$ cat src/hdl/sed_pkg.sv
// Shared types, constants and register codes of the speech endpoint detector.
package sed_pkg;

   localparam int STAMP_BITS_DEF = 48;
   localparam int ACC_BITS_DEF   = 32;

   localparam int LEVEL_BITS = 16;
   localparam int LEN_BITS   = 10;
   localparam int CSR_BITS   = 16;
   localparam int CSR_IDX_BITS = 2;

   localparam logic [CSR_BITS-1:0] ONSET_LEVEL_RST  = 16'd32768;
   localparam logic [CSR_BITS-1:0] OFFSET_LEVEL_RST = 16'd22938;
   localparam logic [CSR_BITS-1:0] MIN_SPEECH_RST   = 16'd200;
   localparam logic [CSR_BITS-1:0] HANGOVER_RST     = 16'd500;

   localparam logic [CSR_IDX_BITS-1:0] CSR_ONSET_LEVEL  = 2'd0;
   localparam logic [CSR_IDX_BITS-1:0] CSR_OFFSET_LEVEL = 2'd1;
   localparam logic [CSR_IDX_BITS-1:0] CSR_MIN_SPEECH   = 2'd2;
   localparam logic [CSR_IDX_BITS-1:0] CSR_HANGOVER     = 2'd3;

   typedef enum logic [1:0] {
      PH_QUIET = 2'd0,
      PH_ONSET = 2'd1,
      PH_SPEAK = 2'd2,
      PH_HANG  = 2'd3
   } phase_type;

   typedef enum logic [1:0] {
      OUT_NONE  = 2'd0,
      OUT_START = 2'd1,
      OUT_FALSE = 2'd2,
      OUT_END   = 2'd3
   } outcome_type;

   typedef enum logic {
      CMD_FRAME = 1'b0,
      CMD_FORCE = 1'b1
   } cmd_type;

   typedef struct packed {
      logic [LEVEL_BITS-1:0] onset_level;
      logic [LEVEL_BITS-1:0] offset_level;
      logic [CSR_BITS-1:0]   min_speech_time;
      logic [CSR_BITS-1:0]   hangover_time;
   } cfg_type;

endpackage

$ cat src/hdl/sed_csr.sv
// Configuration registers: thresholds and time limits.
module sed_csr
   import sed_pkg::*;
(
   input  logic                    clock,
   input  logic                    reset,
   input  logic                    csr_we,
   input  logic [CSR_IDX_BITS-1:0] csr_index,
   input  logic [CSR_BITS-1:0]     csr_wdata,
   output cfg_type                 cfg
);

   cfg_type cfg_ff;
   cfg_type cfg_in;

   always_comb begin
      cfg_in = cfg_ff;
      if (csr_we) begin
         unique case (csr_index)
            CSR_ONSET_LEVEL:  cfg_in.onset_level     = csr_wdata;
            CSR_OFFSET_LEVEL: cfg_in.offset_level    = csr_wdata;
            CSR_MIN_SPEECH:   cfg_in.min_speech_time = csr_wdata;
            CSR_HANGOVER:     cfg_in.hangover_time   = csr_wdata;
            default:          cfg_in = cfg_ff;
         endcase
      end
   end

   always_ff @(posedge clock) begin
      if (reset) begin
         cfg_ff.onset_level     <= ONSET_LEVEL_RST;
         cfg_ff.offset_level    <= OFFSET_LEVEL_RST;
         cfg_ff.min_speech_time <= MIN_SPEECH_RST;
         cfg_ff.hangover_time   <= HANGOVER_RST;
      end else begin
         cfg_ff <= cfg_in;
      end
   end

   assign cfg = cfg_ff;

endmodule

$ cat src/hdl/sed_step.sv
// Next-state logic of the endpointer for one frame or force command.
module sed_step
   import sed_pkg::*;
#(
   parameter int STAMP_BITS = STAMP_BITS_DEF,
   parameter int ACC_BITS   = ACC_BITS_DEF
)(
   input  cfg_type               cfg,
   input  cmd_type               cmd,
   input  logic [LEVEL_BITS-1:0] level,
   input  logic [LEN_BITS-1:0]   len,
   input  logic [STAMP_BITS-1:0] stamp,
   input  phase_type             phase,
   input  logic [ACC_BITS-1:0]   speech_acc,
   input  logic [ACC_BITS-1:0]   quiet_acc,
   input  logic [STAMP_BITS-1:0] start_time,
   input  logic [STAMP_BITS-1:0] end_time,
   output outcome_type           outcome_nxt,
   output phase_type             phase_nxt,
   output logic [ACC_BITS-1:0]   speech_acc_nxt,
   output logic [ACC_BITS-1:0]   quiet_acc_nxt,
   output logic [STAMP_BITS-1:0] start_time_nxt,
   output logic [STAMP_BITS-1:0] end_time_nxt
);

   logic [ACC_BITS-1:0] len_ext;
   logic [ACC_BITS:0]   speech_sum;
   logic [ACC_BITS:0]   quiet_sum;
   logic [ACC_BITS-1:0] speech_add;
   logic [ACC_BITS-1:0] quiet_add;
   logic [ACC_BITS-1:0] min_speech_ext;
   logic [ACC_BITS-1:0] hangover_ext;
   logic                hi;
   logic                lo;

   assign len_ext        = {{(ACC_BITS-LEN_BITS){1'b0}}, len};
   assign min_speech_ext = ACC_BITS'(cfg.min_speech_time);
   assign hangover_ext   = ACC_BITS'(cfg.hangover_time);

   // saturating adds: a carry out pins the total at all ones
   assign speech_sum = {1'b0, speech_acc} + {1'b0, len_ext};
   assign quiet_sum  = {1'b0, quiet_acc} + {1'b0, len_ext};
   assign speech_add = speech_sum[ACC_BITS] ? {ACC_BITS{1'b1}} : speech_sum[ACC_BITS-1:0];
   assign quiet_add  = quiet_sum[ACC_BITS] ? {ACC_BITS{1'b1}} : quiet_sum[ACC_BITS-1:0];

   // speech test wins when the thresholds cross
   assign hi = level >= cfg.onset_level;
   assign lo = level < cfg.offset_level;

   always_comb begin
      outcome_nxt    = OUT_NONE;
      phase_nxt      = phase;
      speech_acc_nxt = speech_acc;
      quiet_acc_nxt  = quiet_acc;
      start_time_nxt = start_time;
      end_time_nxt   = end_time;
      if (cmd == CMD_FORCE) begin
         unique case (phase)
            PH_SPEAK, PH_HANG: begin
               end_time_nxt = stamp;
               phase_nxt    = PH_QUIET;
               outcome_nxt  = OUT_END;
            end
            PH_ONSET: begin
               phase_nxt   = PH_QUIET;
               outcome_nxt = OUT_FALSE;
            end
            default: begin
               phase_nxt = phase;
            end
         endcase
      end else begin
         unique case (phase)
            PH_QUIET: begin
               if (hi) begin
                  phase_nxt      = PH_ONSET;
                  speech_acc_nxt = len_ext;
                  quiet_acc_nxt  = '0;
                  start_time_nxt = stamp;
               end
            end
            PH_ONSET: begin
               priority if (hi) begin
                  speech_acc_nxt = speech_add;
                  if (speech_add >= min_speech_ext) begin
                     phase_nxt     = PH_SPEAK;
                     quiet_acc_nxt = '0;
                     outcome_nxt   = OUT_START;
                  end
               end else if (lo) begin
                  phase_nxt      = PH_QUIET;
                  speech_acc_nxt = '0;
                  quiet_acc_nxt  = '0;
                  start_time_nxt = '0;
                  outcome_nxt    = OUT_FALSE;
               end
            end
            PH_SPEAK: begin
               priority if (hi) begin
                  speech_acc_nxt = speech_add;
                  quiet_acc_nxt  = '0;
               end else if (lo) begin
                  phase_nxt     = PH_HANG;
                  quiet_acc_nxt = len_ext;
                  end_time_nxt  = stamp;
               end else begin
                  speech_acc_nxt = speech_add;
               end
            end
            default: begin
               if (hi) begin
                  phase_nxt      = PH_SPEAK;
                  speech_acc_nxt = speech_add;
                  quiet_acc_nxt  = '0;
                  end_time_nxt   = '0;
               end else begin
                  quiet_acc_nxt = quiet_add;
                  if (quiet_add >= hangover_ext) begin
                     phase_nxt   = PH_QUIET;
                     outcome_nxt = OUT_END;
                  end
               end
            end
         endcase
      end
   end

endmodule

$ cat src/hdl/speech_endpoint_detector_unit.sv
// Top level of the speech endpoint detector: input register, state, result register.
//
//   channel  direction  fields
//   req_     in         tuser: cmd; tdata: vad_level, frame_length, stamp
//   rsp_     out        tuser: outcome; tdata: phase, speech_total, quiet_total,
//                       start_stamp, end_stamp
//   csr_     in         write enable, register index, 16-bit data
//
// One word per cycle unless rsp stalls; rsp valid is registered after the input register.
// The state update is one compare-and-add pass between the input register and
// the state/result registers. Result fields are read straight from the state
// registers, which only move when the result slot is free or being taken.
// Synchronous reset returns the phase to quiet, clears totals and stamps and
// loads the register defaults. A stalled rsp backs up into the input register,
// then req_tready drops.
module speech_endpoint_detector_unit
   import sed_pkg::*;
#(
   parameter int STAMP_BITS = STAMP_BITS_DEF,
   parameter int ACC_BITS   = ACC_BITS_DEF,
   localparam int REQ_RAW   = LEVEL_BITS + LEN_BITS + STAMP_BITS,
   localparam int REQ_BITS  = ((REQ_RAW + 7) / 8) * 8,
   localparam int RSP_RAW   = 2 + 2 * ACC_BITS + 2 * STAMP_BITS,
   localparam int RSP_BITS  = ((RSP_RAW + 7) / 8) * 8
)(
   input  logic                    clock,
   input  logic                    reset,
   input  logic                    req_tvalid,
   output logic                    req_tready,
   input  logic [REQ_BITS-1:0]     req_tdata,  // vad_level, frame_length, stamp, zero pad
   input  logic                    req_tuser,  // cmd
   output logic                    rsp_tvalid,
   input  logic                    rsp_tready,
   output logic [RSP_BITS-1:0]     rsp_tdata,  // phase, speech_total, quiet_total,
                                               // start_stamp, end_stamp, zero pad
   output logic [1:0]              rsp_tuser,  // outcome
   input  logic                    csr_we,
   input  logic [CSR_IDX_BITS-1:0] csr_index,
   input  logic [CSR_BITS-1:0]     csr_wdata
);

   localparam int LEN_LSB   = LEVEL_BITS;
   localparam int STAMP_LSB = LEVEL_BITS + LEN_BITS;

   cfg_type cfg;

   // input register
   logic                  in_valid_ff, in_valid_in;
   cmd_type               in_cmd_ff;
   logic [LEVEL_BITS-1:0] in_level_ff;
   logic [LEN_BITS-1:0]   in_len_ff;
   logic [STAMP_BITS-1:0] in_stamp_ff;

   // state, doubling as result payload
   phase_type             phase_ff, phase_in;
   logic [ACC_BITS-1:0]   speech_acc_ff, speech_acc_in;
   logic [ACC_BITS-1:0]   quiet_acc_ff, quiet_acc_in;
   logic [STAMP_BITS-1:0] start_time_ff, start_time_in;
   logic [STAMP_BITS-1:0] end_time_ff, end_time_in;
   outcome_type           outcome_ff, outcome_in;
   logic                  rsp_valid_ff, rsp_valid_in;

   logic req_take;
   logic adv;
   logic rsp_free;

   sed_csr u_csr (
      .clock     (clock),
      .reset     (reset),
      .csr_we    (csr_we),
      .csr_index (csr_index),
      .csr_wdata (csr_wdata),
      .cfg       (cfg)
   );

   sed_step #(
      .STAMP_BITS (STAMP_BITS),
      .ACC_BITS   (ACC_BITS)
   ) u_step (
      .cfg            (cfg),
      .cmd            (in_cmd_ff),
      .level          (in_level_ff),
      .len            (in_len_ff),
      .stamp          (in_stamp_ff),
      .phase          (phase_ff),
      .speech_acc     (speech_acc_ff),
      .quiet_acc      (quiet_acc_ff),
      .start_time     (start_time_ff),
      .end_time       (end_time_ff),
      .outcome_nxt    (outcome_in),
      .phase_nxt      (phase_in),
      .speech_acc_nxt (speech_acc_in),
      .quiet_acc_nxt  (quiet_acc_in),
      .start_time_nxt (start_time_in),
      .end_time_nxt   (end_time_in)
   );

   assign rsp_free   = !rsp_valid_ff || rsp_tready;
   assign adv        = in_valid_ff && rsp_free;
   assign req_tready = !in_valid_ff || rsp_free;
   assign req_take   = req_tvalid && req_tready;

   assign in_valid_in  = req_take || (in_valid_ff && !adv);
   assign rsp_valid_in = adv || (rsp_valid_ff && !rsp_tready);

   always_ff @(posedge clock) begin
      if (reset) begin
         in_valid_ff   <= 1'b0;
         rsp_valid_ff  <= 1'b0;
         phase_ff      <= PH_QUIET;
         speech_acc_ff <= '0;
         quiet_acc_ff  <= '0;
         start_time_ff <= '0;
         end_time_ff   <= '0;
      end else begin
         in_valid_ff  <= in_valid_in;
         rsp_valid_ff <= rsp_valid_in;
         if (adv) begin
            phase_ff      <= phase_in;
            speech_acc_ff <= speech_acc_in;
            quiet_acc_ff  <= quiet_acc_in;
            start_time_ff <= start_time_in;
            end_time_ff   <= end_time_in;
         end
      end
   end

   always_ff @(posedge clock) begin
      if (req_take) begin
         in_cmd_ff   <= cmd_type'(req_tuser);
         in_level_ff <= req_tdata[LEVEL_BITS-1:0];
         in_len_ff   <= req_tdata[STAMP_LSB-1:LEN_LSB];
         in_stamp_ff <= req_tdata[STAMP_LSB+STAMP_BITS-1:STAMP_LSB];
      end
      if (adv) begin
         outcome_ff <= outcome_in;
      end
   end

   assign rsp_tvalid = rsp_valid_ff;
   assign rsp_tuser  = outcome_ff;

   // pad width may be zero for some parameter choices
   always_comb begin
      rsp_tdata              = '0;
      rsp_tdata[RSP_RAW-1:0] = {end_time_ff, start_time_ff, quiet_acc_ff, speech_acc_ff,
                                phase_ff};
   end

endmodule
$ cat config.mk
export PLATFORM = sky130hd
export DESIGN_NAME = speech_endpoint_detector_unit
export DESIGN_NICKNAME = d
export VERILOG_FILES = /design/src/hdl/sed_pkg.sv /design/src/hdl/sed_csr.sv /design/src/hdl/sed_step.sv /design/src/hdl/speech_endpoint_detector_unit.sv
export SDC_FILE = /design/constraint.sdc
export NUM_CORES = 1
export LEC_CHECK = 0
export ABC_AREA = 1
export BUFFER_PORTS_ARGS = -buffer_cell sky130_fd_sc_hd__buf_2
export CORE_MARGIN = 5
export CORE_UTILIZATION = 50
export DETAILED_ROUTE_END_ITERATION = 10
export GPL_ROUTABILITY_DRIVEN = 0
export PLACE_DENSITY = 0.7
export SLEW_MARGIN = 25
export SYNTH_ARGS = -nofsm -noshare
export SYNTH_HDL_FRONTEND = slang
export SYNTH_SLANG_ARGS = --single-unit
export TNS_END_PERCENT = 5
$ cat constraint.sdc
create_clock -name clock -period 4.9 [get_ports clock]
set_input_delay 0.245 -clock clock [delete_from_list [all_inputs] [get_ports clock]]
set_output_delay 0.245 -clock clock [all_outputs]
set_load 0.02 [all_outputs]
==> impl_metrics.tcl, run 1 <==
set metrics [dict create \
    path_common_cell "nand2_1" \
    p_per_area_nw_per_um2 324 \
    hold_start "csr_wdata[4]" \
    synth_edf_count 77 \
    p_int_uw 4510 \
    hold_violations 0 \
    switching_share_pct 27.7 \
    areaGrowthSynthToFinish_pct 22.7 \
    synthFlopType "dfxtp_1" \
    synthDistinctLibCells 50 \
    ir_worst_vdd_v 0.000372 \
    wl_per_cell_um 16.8 \
    clk_pin_slew_worst_paths_ps 60 \
    io_buffers 263 \
    yosysSeqAreaShare_pct 43.8 \
    end_kind "register" \
    clk_latency_ps 540 \
    fmax_mhz 223 \
    grt_first_pass_wirelength_um 77100 \
    die_y_um 187 \
    r2r_cells 29 \
    start_util_pct 50.9 \
    max_cap_violations 0 \
    path_buf_inv 2 \
    nNetsFinal 2635 \
    holdPathEnd "u_csr.cfg[4]" \
    cts_tree "done" \
    crit_slowest_cell "edfxtp_1" \
    p_leak_uw 0.00913 \
    synth_commonest_cells "nand2_1 (565), a21oi_1 (248), inv_1 (243)" \
    die_area_um2 35100 \
    layout-drive-gt1-share_pct 15.2 \
    drv_slew 0 \
    critPathKind "reg2reg" \
    post_cts_buffers 0 \
    setup.worst_path.start_class "register" \
    cts.sinks 305 \
    syn-mean-instance-area_um2 7.38 \
    drt_wl_total_um 48000 \
    rsz0062_at_grt "no" \
    cp_max_fo 48 \
    grt_pass1_vias 15116 \
    core_um2 30800 \
    reg2reg_to "quiet_acc_ff[26]" \
    yosysMostFrequentCell "nand2_1" \
    hold_path_class "in2reg" \
    synth.area.top_cells "dfxtp_1 (29%), edfxtp_1 (15%), nand2_1 (14%), a21oi_1 (7.9%), ha_1 (7.0%)" \
    place_hpwl_um 33200 \
    die_x_um 187 \
    slew_headroom_pct 29.9 \
    globalRouteOverflowTotal 0 \
    drcViolationCount 0 \
    grt_busiest_layer "met2" \
    worst-r2r-setup-slack_ps 410 \
    postLayoutCellArea_um2 19300 \
    yosysTopAreaCellShare_pct 29.1 \
    grt_max_degree 99 \
    worstHoldPathCells 3 \
    ctsLongestPathBuffers 3 \
    pwr-share-clk_pct 42.4 \
    critPathMaxStageDelay_ps 440 \
    async_flop_share_pct 0 \
    worst_pin_slew_ps 1050 \
    p_comb_share_pct 13.2 \
    synth_top_area_cell "dfxtp_1" \
    status "finished clean" \
    setup_tns_ps 0 \
    track_usage_pct 26.5 \
    cp_top_family "simple AND/OR/NAND/NOR gates" \
    grt_util_met3_pct 7.17 \
    post_dp_cell_area_um2 17300 \
    ant_nets 0 \
    grtUsageMet1_pct 32.6 \
    antenna_found_initial 1 \
    dr_total_vias 15241 \
    rows 64 \
    gr-usage-met2_pct 44.7 \
    skew_ps 15.3 \
    numCtsBuffers 35 \
    min_period_ps 4490 \
    r2r-start "in_len_ff[0]" \
    pin_count 276 \
    drt_iter0_markers 1139 \
    sequentialPowerShare_pct 44.4 \
    critical_path_required_ps 5320 \
    cts_root_buffer "clkbuf_16" \
    netlist_instances 2127 \
    vias_per_cell 5.32 \
    switchingPower_uw 1730 \
    synth-seq-cells 305 \
    fin_crit_sh_pct 91.5 \
    crit_arrival_ps 4910 \
    final-setup-viol-count 0 \
    yosys_warnings 0 \
    firstDrtPassIters 5 \
    htree_num_levels 2 \
    netlist_area_um2 15700 \
]
==> worst reg2reg max path, delay by kind of cell (launching register included) <==
kind                     cells  cell delay (ps)
AO/OA/AOI/OAI                1              160
flip-flops                   1              440
buffers and inverters        2              370
AND/OR/NAND/NOR             23             2420
adder cells (fa/ha/maj)      3             1000
==> cell type report <==
type	instances	area, µm²
flip-flops and latches	305	6880
clock buffers	44	962
well taps	396	495
diodes	2	5.00
multi-input cells	1491	7540
clock inverters	20	203
fillers	2690	11600
inverters	248	932
repair buffers	360	2260
==> placed cells by master (no fill, tap or decap), drive strengths merged, types with 2 or more instances in the layout <==
master and instances:
ha 88, a211oi 3, clkinv 14, fa 2
nor2 182, buf 279, xnor2 3, a21oi 249
o211ai 15, a22oi 2, inv 249, clkbuf 44
edfxtp 77, a22o 7, clkinvlp 3, and2 8
nand3b 4, dfxtp 228, diode 2, a21boi 2
bufinv 2, nor3 27, conb 6, nand3 176
nand2 570, xor2 18, nand4 15, o21ai 86
o31ai 2, or2 17, dlygate4sd3 81
==> power by group through the flow <==
| stage | clock network [µW] | registers, µW | logic (µW) |
|---|---|---|---|
| after floorplan | 0 | 2850 | 472 |
| after global placement | 0 | 2820 | 745 |
| after detailed placement | 0 | 2820 | 765 |
| after CTS | 2680 | 2770 | 819 |
| after global routing | 2800 | 2780 | 922 |
| final | 2640 | 2770 | 826 |
==> sequential cells by signal, summed over array words and instances, names as in the netlist, 2 cells and up <==
signal,cells
end_time_ff,48
in_len_ff,10
in_level_ff,16
in_stamp_ff,48
phase_ff,2
quiet_acc_ff,32
rsp_tuser,2
speech_acc_ff,32
start_time_ff,48
u_csr.cfg,64
==> repair_timing <==
| item | CTS | global route |
|---|---|---|
| hold buffers | 81 | 0 |
| gates resized for setup | 0 | 0 |
| endpoints found under the hold margin | 81 | 0 |
==> worst max-delay path by stage <==
| stage | startpoint | endpoint | slack [ps] | depth (start not counted) |
|---|---|---|---|---|
| finish | in_len_ff[0] | quiet_acc_ff[26] | 410 | 29 |
| global route | in_len_ff[0] | quiet_acc_ff[25] | 60 | 31 |
| CTS | in_len_ff[0] | quiet_acc_ff[13] | 440 | 29 |
| detailed placement | in_len_ff[0] | quiet_acc_ff[13] | 450 | 29 |
| global placement | in_len_ff[0] | quiet_acc_ff[25] | 590 | 31 |
| floorplan | in_len_ff[0] | quiet_acc_ff[1] | 1060 | 30 |
==> kinds of logic (layout without fill, tap and decap cells) <==
| logic type | count (synthesis) | in the layout | synth area share [%] |
|---|---|---|---|
| flops | 305 | 305 | 43.8 |
| buf+inv | 336 | 672 | 8.41 |
| fa+ha+maj | 90 | 90 | 7.27 |
| other cells | 1 | 8 | 0.0239 |
| simple gates | 1002 | 1002 | 26.8 |
| compound gates | 372 | 372 | 12.6 |
| xor+xnor | 21 | 21 | 1.17 |
==> metrics by stage <==
stage / power (µW) / cells / setup WS [ps] / hold WS, ps / util, %
finish: 6240 / 2866 / 414 / 19.9 / 62.5
global route: 6500 / 2865 / 63.2 / 18.8 / 62.5
CTS: 6270 / 2864 / 439 / 9.94 / 62.5
detailed placement: 3580 / 2719 / 450 / 423 / 56.1
global placement: 3560 / 2719 / 587 / 421 / 56.1
floorplan: 3320 / 2132 / 1060 / 344 / -
==> per-layer routing <==
metal  part of all wire [%]  up-vias
met5                      0        -
met4                    3.2        0
met3                    9.3      101
met2                     47      611
met1                     40     6968
li1                       -     7561
Note: power is estimated with default switching activity, not from simulation.
==> run 2: changes to the inputs <==
--- a/config.mk
+++ b/config.mk
@@ -5,13 +5,13 @@
 export SDC_FILE = /design/constraint.sdc
 export NUM_CORES = 1
 export LEC_CHECK = 0
-export ABC_AREA = 1
+export ABC_AREA = 0
 export BUFFER_PORTS_ARGS = -buffer_cell sky130_fd_sc_hd__buf_2
 export CORE_MARGIN = 5
 export CORE_UTILIZATION = 50
 export DETAILED_ROUTE_END_ITERATION = 10
 export GPL_ROUTABILITY_DRIVEN = 0
-export PLACE_DENSITY = 0.7
+export PLACE_DENSITY = 0.69
 export SLEW_MARGIN = 25
 export SYNTH_ARGS = -nofsm -noshare
 export SYNTH_HDL_FRONTEND = slang
==> constraint.sdc (replaced) <==
create_clock -name clock -period 5.2 [get_ports clock]
set_input_delay 0.26 -clock clock [delete_from_list [all_inputs] [get_ports clock]]
set_output_delay 0.26 -clock clock [all_outputs]
set_load 0.02 [all_outputs]
==> impl_metrics.tcl, run 2 <==
set metrics [dict create \
    yosys_warnings 0 \
    ir_worst_vdd_v 0.000280 \
    dr_total_vias 15341 \
    start_util_pct 50.4 \
    status "finished clean" \
    worst_pin_slew_ps 976 \
    critPathKind "reg2reg" \
    pin_count 276 \
    core_um2 31300 \
    n_antenna_cell 0 \
    fillers 2627 \
    synth-simple-area-share_pct 20.9 \
    syn-mean-instance-area_um2 8.64 \
    worst-r2r-setup-slack_ps 100 \
    drv_slew 0 \
    reg2reg_to "rsp_tuser[1]" \
    die_x_um 188 \
    hold_ws_ps 37.3 \
    final-setup-viol-count 0 \
    cts_root_buffer "clkbuf_16" \
    vias_per_cell 5.99 \
    nNetsFinal 2325 \
    antenna_found_initial 0 \
    crit_slowest_cell "a211oi_1" \
    postLayoutSetupSlackWorst_ps 103 \
    yosysMostFrequentCell "dfxtp_1" \
    min_period_ps 5100 \
    synthFlopType "dfxtp_1" \
    wl_per_cell_um 19.8 \
    numCtsBuffers 35 \
    path_buf_inv 2 \
    skew_ps 15.0 \
    p_per_area_nw_per_um2 285 \
    areaGrowthSynthToFinish_pct 24.1 \
    r2r_cells 19 \
    muxShareOfSynthArea_pct 0.595 \
    drt_iter0_markers 1322 \
    synth_compound_area_share_pct 20.6 \
    slew_headroom_pct 34.7 \
    hold_violations 0 \
    synth_commonest_cells "dfxtp_1 (228), a21oi_1 (210), nand2_1 (208)" \
    layout-drive-gt1-share_pct 19.1 \
    synth_top_family_by_area "simple AND/OR/NAND/NOR gates" \
    fin_crit_sh_pct 98.0 \
    htree_num_levels 2 \
    worstHoldPathCells 2 \
    area.sequential_um2 6880 \
    holdPathEnd "u_csr.cfg[33]" \
    yosysSeqAreaShare_pct 43.6 \
    largest_reg_flops 64 \
    ant_nets 0 \
    end_kind "register" \
    grt_max_degree 99 \
    hold_path_class "in2reg" \
    clk_pin_slew_worst_paths_ps 60 \
    grt_first_pass_wirelength_um 79600 \
    detailedPlace.worstSlack_ps -24.1 \
    track_usage_pct 27.2 \
    critPathMaxStageDelay_ps 490 \
    io_buffers 263 \
    drt_wl_total_um 50500 \
    place_hpwl_um 33900 \
    cts.sinks 305 \
    synth_top_area_cell "dfxtp_1" \
    max_cap_violations 0 \
    clk_latency_ps 520 \
    yosysTopAreaCellShare_pct 28.9 \
    drcViolationCount 0 \
    synth_edf_count 77 \
    crit_chain "buf_4, ha_1, a21o_1, a31o_2, o21a_1, o21a_1, o21ai_0, xor2_1, nand2_1, ha_1, nand4_1, a211oi_1, a32oi_1, o2111ai_1, nor4_1, buf_4, a311oi_1, a211oi_1, a21oi_1" \
    rows 65 \
    r2r-start "in_len_ff[4]" \
    synth_xor_area_share_pct 1.72 \
    cp_max_fo 11 \
    synthDistinctLibCells 79 \
    synth-seq-cells 305 \
    crit_arrival_ps 5460 \
    hold_start "csr_wdata[1]" \
    multi_input_area_um2 8190 \
    cp_top_family "compound AO/OA/AOI/OAI gates" \
    setup.worst_path.start_class "register" \
    ctsLongestPathBuffers 3 \
    fmax_mhz 196 \
    netlist_area_um2 15800 \
    die_y_um 188 \
    cts_tree "done" \
    netlist_instances 1825 \
    die_area_um2 35200 \
    critical_path_required_ps 5570 \
    globalRouteOverflowTotal 0 \
    yosys.area_share.adder_pct 7.24 \
    firstDrtPassIters 6 \
    p_leak_uw 0.00794 \
    async_flop_share_pct 0 \
    layout_commonest_cell "buf_2" \
    mostFrequentLayoutCells "buf_2 (262), dfxtp_1 (228), nand2_1 (208)" \
    synth.area.top_cells "dfxtp_1 (29%), edfxtp_1 (15%), ha_1 (7.0%), a21oi_1 (6.7%), nand2_1 (5.0%)" \
    grt_pass1_vias 14631 \
]
## run 2: changes by cell type after synthesis, moves of 16 or more
cell      change
a21oi_1      -38
clkbuf_1     +47
a21o_1       +29
xnor2_1      +17
nand3_1      -85
nand4_1      +67
o21ai_0      +25
nand2b_1     +74
nor2_1      -101
nand2_1     -357
and3_1       +16
inv_1       -166
a211oi_1     +39
## run 2: final cells by class
class	instances	share of cell area (%)
clock buffer	54	5.37
clock inverter	9	0.448
inverter	78	1.50
multi-input combinational	1315	41.9
sequential	305	35.1
tap	402	2.57
timing repair buffer	396	13.1
## run 2: how the worst max path moves through the flow
stage	from	endpoint	slack (ps)	cells past startpoint
5_1_grt	in_len_ff[0]	phase_ff[1]	-20	18
2_1_floorplan	in_len_ff[0]	phase_ff[0]	10	21
4_1_cts	in_len_ff[0]	phase_ff[0]	30	18
3_3_place_gp	in_len_ff[0]	phase_ff[1]	120	19
3_5_place_dp	in_len_ff[0]	phase_ff[0]	-20	19
6_report	in_len_ff[4]	rsp_tuser[1]	100	19
## run 2: per-layer routing
layer	wire length, µm	global-route usage (%)	part of all wire, %
met1	21000	36.6	42
met2	23200	44.1	46
met3	4170	4.80	8.3
met4	2150	10.3	4.2
met5	0	0	0
## run 2: logic make-up (layout without fill, tap and decap cells)
| kind of cell | Yosys count | after routing |
|---|---|---|
| other | 1 | 6 |
| buffers and inverters | 210 | 537 |
| AO/OA/AOI/OAI | 534 | 534 |
| adder cells (fa/ha/maj) | 90 | 90 |
| flip-flops | 305 | 305 |
| XOR/XNOR | 31 | 31 |
| multiplexers | 9 | 9 |
| AND/OR/NAND/NOR | 645 | 645 |
## run 2: power breakdown
group	leakage, µW	internal [µW]	switching [µW]
registers	0.00260	2510	42.5
clock network	0.000557	1450	989
logic	0.00478	229	363
## run 2: metrics by stage
stage	std cells	utilization (%)	cell area (µm²)	power (µW)	TNS [ps]
final	2559	62.5	19600	5580	0
after detailed placement	2418	56.1	17600	3130	-28.9
after global placement	2417	56.0	17500	3110	0
after global routing	2559	62.5	19600	5780	-22.9
after floorplan	1830	-	15800	2930	0
after CTS	2557	62.2	19500	5600	0
## run 2: repair_timing
action,4_1_cts,5_1_grt
endpoints found under the hold margin,76,0
pin swaps,0,3
hold buffers,76,0
endpoints found under the setup margin,2,28
buffers inserted,0,1
gates resized for setup,2,9
